### config.mk
export PLATFORM = sky130hd
export DESIGN_NAME = moving_average_warmup
export DESIGN_NICKNAME = d
export VERILOG_FILES = /design/src/rtl/core/mavw_pkg.sv /design/src/rtl/core/moving_average_warmup.sv
export VERILOG_INCLUDE_DIRS = /design/src /design/src/rtl/core
export SDC_FILE = /design/constraint.sdc
export NUM_CORES = 2
export LEC_CHECK = 0
export BUFFER_PORTS_ARGS = -buffer_cell sky130_fd_sc_hd__buf_4
export CAP_MARGIN = 20
export CORE_AREA = 5 5 404 406
export CTS_CLUSTER_DIAMETER = 60
export DETAILED_ROUTE_END_ITERATION = 7
export DIE_AREA = 0 0 409 411
export GPL_ROUTABILITY_DRIVEN = 0
export PLACE_DENSITY = 0.73
export REMOVE_ABC_BUFFERS = 1
export SLEW_MARGIN = 10
export SYNTH_ARGS = -nofsm -noshare
export SYNTH_HDL_FRONTEND = slang
export SYNTH_SLANG_ARGS = --single-unit
### constraint.sdc
create_clock -name clk -period 4.8 [get_ports clk]
set_input_delay 0.24 -clock clk [delete_from_list [all_inputs] [get_ports clk]]
set_output_delay 0.24 -clock clk [all_outputs]
set_load 0.1 [all_outputs]
### src/rtl/core/moving_average_warmup_defines.svh
// Assertion helpers used by the moving average RTL.
`ifndef MOVING_AVERAGE_WARMUP_DEFINES_SVH
`define MOVING_AVERAGE_WARMUP_DEFINES_SVH

// Checks cons in the same cycle as ante, outside reset.
`define MAVW_ASSERT_NOW(label, ante, cons, msg) \
  label: assert property (@(posedge clk) disable iff (rst) (ante) |-> (cons)) \
    else $error(msg);

// Checks cons in the cycle after ante, outside reset.
`define MAVW_ASSERT_NEXT(label, ante, cons, msg) \
  label: assert property (@(posedge clk) disable iff (rst) (ante) |=> (cons)) \
    else $error(msg);

`endif

### src/rtl/core/mavw_pkg.sv
`timescale 1ns / 1ps

package mavw_pkg;

  // Fixed field widths of the ports.
  localparam int CNT_W = 7;
  localparam int IN_W  = 32;
  localparam int OUT_W = 32;

  // Window length after reset.
  localparam int WIN_RESET = 10;

endpackage

### src/rtl/core/moving_average_warmup.sv
`timescale 1ns / 1ps
// Channel   | Handshake              | Payload
// ----------+------------------------+-----------------------------------
// cfg       | cfg_valid / cfg_ready  | window_len
// input     | in_valid / in_stall    | sample, first_sample
// output    | out_valid / out_stall  | average, samples_used
//
// Each transaction reads the ring, updates the running sum, computes the quotient bit by bit
// in the bit-serial restoring divider, and then loads the output register.
// A new transaction is taken once the previous quotient sits in the output register,
// even while that result is stalled; a stalled result holds back the next quotient.
// Reset clears control state, the sum and the counters; the ring is written before read.

`include "moving_average_warmup_defines.svh"

module moving_average_warmup #(
  parameter int MAX_WINDOW  = 64,
  parameter int SAMPLE_BITS = 32
) (
  input  logic                      clk,
  input  logic                      rst,
  input  logic                      cfg_valid,
  output logic                      cfg_ready,
  input  logic [mavw_pkg::CNT_W-1:0] window_len,
  input  logic                      in_valid,
  output logic                      in_stall,
  input  logic [mavw_pkg::IN_W-1:0] sample,
  input  logic                      first_sample,
  output logic                      out_valid,
  input  logic                      out_stall,
  output logic [mavw_pkg::OUT_W-1:0] average,
  output logic [mavw_pkg::CNT_W-1:0] samples_used
);

  localparam int CNT_W    = mavw_pkg::CNT_W;
  localparam int PTR_W    = (MAX_WINDOW > 1) ? $clog2(MAX_WINDOW) : 1;
  localparam int SUM_W    = SAMPLE_BITS + CNT_W;
  localparam int DCNT_W   = $clog2(SUM_W);
  localparam int CNT_MAX  = (1 << CNT_W) - 1;
  localparam int WIN_CAP  = (MAX_WINDOW < CNT_MAX) ? MAX_WINDOW : CNT_MAX;
  localparam int WIN_INIT = (mavw_pkg::WIN_RESET < WIN_CAP) ? mavw_pkg::WIN_RESET : WIN_CAP;

  typedef enum logic [1:0] {
    S_IDLE,
    S_SUM,
    S_DIV,
    S_DONE
  } state_t;

  state_t                   state;
  logic [CNT_W-1:0]         window_cfg;
  logic [CNT_W-1:0]         active_window;
  logic [PTR_W-1:0]         write_pointer;
  logic [CNT_W-1:0]         fill_count;
  logic [SUM_W-1:0]         running_sum;
  logic [SAMPLE_BITS-1:0]   smp_q;
  logic                     full_q;
  logic [SAMPLE_BITS-1:0]   old_q;
  logic [SAMPLE_BITS-1:0]   ring [MAX_WINDOW];
  logic [SUM_W-1:0]         div_sr;
  logic [CNT_W-1:0]         div_rem;
  logic [DCNT_W-1:0]        div_cnt;

  logic                     accept;
  logic [SAMPLE_BITS-1:0]   smp;
  logic [CNT_W-1:0]         win_clamped;
  logic [CNT_W-1:0]         eff_aw;
  logic [PTR_W-1:0]         eff_wp;
  logic [CNT_W-1:0]         eff_fill;
  logic [PTR_W-1:0]         idx;
  logic                     win_full;
  logic [CNT_W-1:0]         fill_next;
  logic [PTR_W-1:0]         write_pointer_next;
  logic [SUM_W-1:0]         sum_next;
  logic [CNT_W:0]           trial;
  logic                     trial_ge;
  logic [CNT_W-1:0]         div_rem_next;

  assign cfg_ready = 1'b1;
  assign in_stall  = (state != S_IDLE);
  assign accept    = in_valid && !in_stall;
  assign smp       = SAMPLE_BITS'(sample);

  always_comb begin
    if (window_cfg == '0) begin
      win_clamped = CNT_W'(1);
    end else if (int'(window_cfg) > WIN_CAP) begin
      win_clamped = CNT_W'(WIN_CAP);
    end else begin
      win_clamped = window_cfg;
    end
  end

  // A new series starts from an empty history with the latched window.
  always_comb begin
    eff_aw   = first_sample ? win_clamped : active_window;
    eff_wp   = first_sample ? '0 : write_pointer;
    eff_fill = first_sample ? '0 : fill_count;
    idx      = (int'(eff_wp) >= int'(eff_aw)) ? '0 : eff_wp;
    win_full = (eff_fill >= eff_aw);
    fill_next = win_full ? eff_fill : eff_fill + 1'b1;
    write_pointer_next = (int'(idx) + 1 >= int'(eff_aw)) ? '0 : idx + 1'b1;
  end

  // Once the window is full, the slot being overwritten holds the oldest sample.
  assign sum_next = running_sum - (full_q ? SUM_W'(old_q) : '0) + SUM_W'(smp_q);

  // One restoring step: the remainder stays below the divisor, so it fits CNT_W bits.
  always_comb begin
    trial        = {div_rem, div_sr[SUM_W-1]};
    trial_ge     = (trial >= {1'b0, fill_count});
    div_rem_next = trial_ge ? CNT_W'(trial - {1'b0, fill_count}) : CNT_W'(trial);
  end

  // Read-first ring: the old entry comes out while the new sample goes in.
  always_ff @(posedge clk) begin
    if (accept) begin
      old_q     <= ring[idx];
      ring[idx] <= smp;
    end
  end

  always_ff @(posedge clk) begin
    if (rst) begin
      state         <= S_IDLE;
      out_valid     <= 1'b0;
      window_cfg    <= CNT_W'(mavw_pkg::WIN_RESET);
      active_window <= CNT_W'(WIN_INIT);
      write_pointer <= '0;
      fill_count    <= '0;
      running_sum   <= '0;
    end else begin
      if (cfg_valid) begin
        window_cfg <= window_len;
      end
      // In S_DONE the output register is reloaded instead of cleared.
      if (out_valid && !out_stall && state != S_DONE) begin
        out_valid <= 1'b0;
      end
      case (state)
        S_IDLE: begin
          if (accept) begin
            active_window <= eff_aw;
            write_pointer <= write_pointer_next;
            fill_count    <= fill_next;
            running_sum   <= first_sample ? '0 : running_sum;
            smp_q         <= smp;
            full_q        <= win_full;
            state         <= S_SUM;
          end
        end
        S_SUM: begin
          running_sum <= sum_next;
          div_sr      <= sum_next;
          div_rem     <= '0;
          div_cnt     <= DCNT_W'(SUM_W - 1);
          state       <= S_DIV;
        end
        S_DIV: begin
          div_sr  <= {div_sr[SUM_W-2:0], trial_ge};
          div_rem <= div_rem_next;
          if (div_cnt == '0) begin
            state <= S_DONE;
          end else begin
            div_cnt <= div_cnt - 1'b1;
          end
        end
        S_DONE: begin
          if (!out_valid || !out_stall) begin
            out_valid    <= 1'b1;
            average      <= mavw_pkg::OUT_W'(div_sr);
            samples_used <= fill_count;
            state        <= S_IDLE;
          end
        end
        default: begin
          state <= S_IDLE;
        end
      endcase
    end
  end

  `MAVW_ASSERT_NEXT(a_accept_starts_sum, accept, state == S_SUM, "accept did not start the sum")
  `MAVW_ASSERT_NOW(a_rem_below_divisor, state == S_DIV, div_rem < fill_count, "remainder too large")
  `MAVW_ASSERT_NOW(a_fill_range, 1'b1, fill_count <= active_window, "fill count too large")
  `MAVW_ASSERT_NOW(a_ptr_range, 1'b1, int'(write_pointer) < int'(active_window), "pointer range")
  `MAVW_ASSERT_NOW(a_result_from_done, $rose(out_valid), $past(state == S_DONE), "early result")

endmodule
# After elaboration in Yosys (flattened, before gate mapping)
# Memory sizes are Yosys's and may differ from the RTL's. A register that Yosys moved wholly into a read port is not among the register bits.
# Cells that the tools add are included.
# W data, S select, Z words.
# classes
n_bitwise,1
mux,26
add_sub_neg,7
n_eq_ne,9
order_cmp,5
n_reduce_logical,20
# op_table
cell,count
$pmux W39 S2,2
$mux W39,2
$mux W7,6
$add A39 B32 Y39,1
$sub A39 B32 Y39,1
$mux W32,1
$mux W6,4
$reduce_and A3 Y1,5
$ge A7 B7 Y1,2
$pmux W7 S2,1
$ne A2 B2 Y1 const B,6
$pmux W6 S2,1
$ge A8 B7 Y1,1
$pmux W2 S4,1
$add A6 B1 Y7 const B,1
$add A7 B1 Y7 const B,1
$ge A6 B7 Y1,1
$gt A7 B7 Y1 const B,1
$logic_not A7 Y1,1
$sub A7 B7 Y7,1
$add A6 B1 Y6 const B,1
$logic_not A6 Y1,1
$mux W2,3
$reduce_bool A2 Y1,3
10 further kinds,20
# totals
ram_bits,2048
out_inout_bits,42
wordCells,83
mem_count,1
regBits,193
# mem_list
name,depth,word_bits,rd,rd_clocked_by_memory_dff,write_ports,line_no,source
ring,64,32,1,1,1,moving_average_warmup.sv:59,logic [SAMPLE_BITS-1:0] ring [MAX_WINDOW];

# Logic depth before layout (Yosys ltp)
# logic_depth
ltp_word,9
ltp_mapped,22
depth_no_buf,20

# Least setup slack after synthesis
# OpenSTA, ideal clock, no wires.
# synth_path
kind,input-to-reg
start,input port first_sample
end,"memory ring[15][0], enable pin"
arrival_time_ns,4.826
path_buffers,8
path_slack_ns,-0.447
stages,16
cell_sequence,buf_4 -> clkbuf_1 -> clkbuf_1 -> mux2i_1 -> ha_1 -> a21o_1 -> a31oi_1 -> o21a_2 -> buf_6 -> o211a_1 -> buf_2 -> buf_2 -> buf_2 -> buf_2 -> nand2_1 -> nor2_1
# synth_via
elab_chain_len,3
word_cells_on_any_way,4
# synth_lines
item,line_no,source
"start, declared",moving_average_warmup.sv:28,"input logic first_sample,"
$mux W6 or $mux W7 (tied branches),"moving_average_warmup.sv:97, moving_average_warmup.sv:96",
$ge A6 B7 Y1,moving_average_warmup.sv:99,idx = (int'(eff_wp) >= int'(eff_aw)) ? '0 : eff_wp;
$mux W6 *,moving_average_warmup.sv:99,
"end, declared",moving_average_warmup.sv:59,
# Every way passes the cells marked *; elsewhere a longest branch is shown, timed or not.

# Final worst setup path
# layout_path
start,register window_cfg[6]
end,"register old_q[14], read port of ring, data pin"
# layout_via
elab_chain_len,6
word_cells_on_any_way,7
# layout_lines
item,line_no,source
"start, declared",moving_average_warmup.sv:51,logic [CNT_W-1:0] window_cfg;
"start signal, assigned",moving_average_warmup.sv:127,window_cfg <= CNT_W'(mavw_pkg::WIN_RESET);
"start signal, assigned",moving_average_warmup.sv:134,window_cfg <= window_len;
$gt A7 B7 Y1,moving_average_warmup.sv:87,end else if (int'(window_cfg) > WIN_CAP) begin
$mux W7,moving_average_warmup.sv:87,
$mux W7 *,moving_average_warmup.sv:85,if (window_cfg == '0) begin
$mux W7 *,moving_average_warmup.sv:96,eff_aw = first_sample ? win_clamped : active_window;
$ge A6 B7 Y1 *,moving_average_warmup.sv:99,
$mux W6 *,moving_average_warmup.sv:99,
"end, declared",moving_average_warmup.sv:58,logic [SAMPLE_BITS-1:0] old_q;
# Marked as above.
# A chain may end at the register's enable or synchronous reset.

==> summary.txt <==
Final layout
  – Post-route cell area: ~100,000 um2
  – Share of layout cells above drive strength 1: roughly 15%
  – Area Growth Syn to Fin: 15.4%
  – Nets: ~5,700

Outcome
  – Failing checks: design-rule violations
  – Outcome: finished, violations left

Synthesis
  – Syn Area/Cell: between 15 and 20 um2
  – Area contributors post-synth: edfxtp_1 (76%), a222oi_1 (4.1%), dfxtp_1 (1.6%)
  – Synth async-reset ratio: 0%
  – Cells after synthesis: roughly 5,200
  – Synth cell types: 76
  – Number of register bits inferred by synthesis: approximately 2,300
  – Top cell type's share of synthesized area: between 70% and 80%
  – Cell type with the highest aggregate area in the netlist: edfxtp_1
  – Mapped Area: approximately 87,000 um2
  – Synth warn: 0
  – Seq/Total Area, Yosys: 77.9%
  – Most used DFF post-synth: edfxtp_1
  – Post-synth EDFFs: 2,204

Critical path
  – Req. time, crit path: approximately 5.5 ns
  – Crit-path max FO: 39
  – CP Capture Type: register
  – Worst setup SP type: register
  – Slowest cell delay on critical path: about 0.80 ns
  – Delay-heaviest family, CP: compound AO/OA/AOI/OAI gates
  – Crit-path cells: nor2b_1 > mux2i_1 > ha_1 > a21o_1 > a31oi_1 > o21ai_2 > buf_6 > a211oi_4 > buf_12 > buf_4 > a222oi_1 > a31oi_1 > nor3_1 > buf_4 > nand3_1
  – Setup CP Type: reg2reg
  – Worst endpoint data arrival time: between 5 and 6 ns
  – Crit path max-delay cell type: a31oi_1
  – CP bufs+invs: 4

Global route
  – First-pass GRT wire length: about 370,000 um
  – Total Routing Usage GR: between 30% and 40%
  – Largest net degree at the start of global routing: 120
  – Vias in the first global route: around 52,000
  – Grt total ovfl: 0
  – Initial antenna violation count: 16

Timing
  – Worst-margin pin slew: ~1.2 ns
  – Worst Hold Slack: 0.0298 ns
  – Setup violators final: 0
  – Fmax: around 0.21 GHz
  – Max_slew headroom: about 22%
  – Hold Vio Cnt, Final: 0
  – Period Utilization, post-route: 99.2%
  – Setup TNS: 0 ns
  – Clock skew: around 0.074 ns
  – Fin crit period: 4.76 ns
  – Slew Limit Fails: 0

Routing
  – Final ANT Viol Nets: 0
  – Drt wl/cell: around 33 um
  – Vias/cell: 6.89
  – DRT Pass-1 Iters: 8
  – Final wirelength: between 200,000 and 300,000 um
  – Drt drc: 1
  – DRT iter0 DRCs: between 10,000 and 15,000
  – Via count: between 50,000 and 60,000

Power and ir drop
  – VDD IR-drop max: approximately 0.38 mV
  – Switching pwr: between 10 and 15 mW
  – Int Pwr: roughly 34 mW
  – Lkg Pwr: 32.4 nW
  – Clock power frac: a little over a third
  – Sequential share of power: 49.8%
  – Sw frac: a little over a quarter
  – Comb power frac: between 10% and 20%
  – Power per cell area: 462 nW/um2

Run
  – Max_cap viols: 0

Clock network
  – TritonCTS clock tree: done
  – Worst-path clk slew: 0.07 ns
  – Num Clock Sinks: 2,273
  – Worst-Skew Late Latency: 0.89 ns
  – # H-tree levels: 4
  – CTS Buf Count: between 200 and 250
  – Clk buf depth: 3
  – Clk root buf: clkbuf_16

Die
  – Num ports: 87
  – Die area: 168,000 um2
  – Area of the core: ~160,000 um2
  – Die Span X: 409 um
  – Die H: approximately 410 um
  – Row cnt: between 100 and 150
  – Initial Util: a little over half

Worst hold path
  – Min-Delay Path Class: in2reg

Placement
  – Placed Instance Area: just over 90,000 um2
  – Detailed placement HPWL: approximately 150,000 um
  – IO buf count: 85
## metrics by stage
step	instances	util, %	power (mW)	setup WS, ns
after floorplan	4882	-	27.3	-12.58
final	7807	62.8	46.2	0.0394
after CTS	7797	62.7	46.1	0.0303
after detailed placement	7365	58.1	29.8	-0.281
after global placement	7352	58.0	29.6	-1.29
after global routing	7802	62.8	47.7	-0.000404
## cell usage after synthesis, types with 11 or more instances
library cell and instances:
buf_1 38, nand3_1 84, a211o_1 13, mux2_2 47, nor2b_1 20, mux2i_1 91
o21a_1 69, nand2_1 344, o22a_1 14, xnor2_1 31, nor3_1 32, nand2b_1 18
inv_1 167, and2_1 37, a222oi_1 355, a22o_1 43, fa_1 33, nand4_1 26
xor2_1 20, o22ai_1 12, o21ai_0 92, nor2_1 190, edfxtp_1 2204, a2111oi_0 24
ha_1 74, a22oi_1 159, dfxtp_1 69, clkbuf_1 203, a31oi_1 99, nor4_1 12
a21oi_1 261, a221o_1 24, a221oi_1 67, buf_2 69, a21o_1 34, o21ai_1 21
a211oi_1 11
## cell usage in the layout (no fill, tap or decap), drive strengths merged, types with 70 or more instances in the layout
master,n
mux2i,91
ha,74
nand3,84
inv,180
buf,400
clkbuf,258
o21a,70
a21oi,261
nor2,190
a222oi,355
nand2,344
a22oi,159
a31oi,99
edfxtp,2204
clkinv,98
o21ai,116
## cell type report
| class | count | area, um2 |
|---|---|---|
| multi-input combinational | 2440 | 18100 |
| antenna | 5 | 12.5 |
| fill | 10800 | 59300 |
| clock inverter | 132 | 1360 |
| sequential | 2273 | 67600 |
| clock buffer | 257 | 5540 |
| tap | 2086 | 2610 |
| timing repair buffer | 445 | 4370 |
| inverter | 169 | 637 |
## path summary, 6_finish.rpt
kind / slack (ns) / depth (start not counted) / end / from
hold / removal: 0.03 / 1 / ring[55][25]$_DFFE_PP_ / sample[25]
setup reg to reg: 0.04 / 15 / old_q[14]$_DFFE_PP_ / window_cfg[6]$_SDFFE_PP0P_
hold reg to reg: 0.42 / 0 / average[6]$_DFFE_PP_ / div_sr[6]$_DFFE_PP_
setup / recovery: 0.04 / 15 / old_q[14]$_DFFE_PP_ / window_cfg[6]$_SDFFE_PP0P_
## power by group through the flow
stage | clock network (mW) | logic (mW) | registers [mW]
floorplan | 0 | 3.95 | 23.3
global placement | 0 | 6.23 | 23.4
detailed placement | 0 | 6.40 | 23.4
CTS | 16.6 | 6.47 | 23.0
global route | 17.5 | 7.11 | 23.1
finish | 16.6 | 6.62 | 23.0
## registers in the layout (all words and copies together), names as in the netlist
name,flops
old_q,32
full_q,1
fill_count,7
div_sr,39
smp_q,32
samples_used,7
active_window,7
div_cnt,6
window_cfg,7
ring,2048
write_pointer,6
state,2
average,32
running_sum,39
out_valid,1
div_rem,7
## worst register-to-register path, cell delays in order, from the launching register on
cell,delay (ns)
dfxtp_1,0.52
nor2b_1,0.13
mux2i_1,0.37
ha_1,0.32
a21o_1,0.16
a31oi_1,0.26
o21ai_2,0.15
buf_6,0.19
a211oi_4,0.42
buf_12,0.31
buf_4,0.44
a222oi_1,0.22
a31oi_1,0.80
nor3_1,0.11
buf_4,0.17
nand3_1,0.07
## cells by family (layout without fill, tap and decap cells)
kind of cell	Yosys count	count (layout)	share of synthesized area [%]
other	1	6	0.00432
buffers and inverters	483	1003	2.21
flip-flops	2273	2273	77.9
multiplexers	138	138	1.66
adder cells (fa/ha/maj)	107	107	1.83
XOR/XNOR	51	51	0.515
AND/OR/NAND/NOR	790	790	4.03
AO/OA/AOI/OAI	1353	1353	11.9
## what timing repair did
action | CTS | global route
hold endpoints to repair | 602 | 0
endpoints found under the setup margin | 6 | 12
gates resized for setup | 7 | 10
hold buffers | 43 | 0
pin swaps | 1 | 1
buffers inserted | 0 | 1
## layer usage
metal | vias up | GRT usage, % | wire, um
met1 | 26600 | 40.4 | 88200
met5 | - | 0 | 39
met3 | 705 | 8.91 | 38900
met4 | 6 | 15.4 | 15300
li1 | 21800 | - | -
met2 | 4641 | 45.8 | 116000
Note: power is estimated with default switching activity, not from simulation.
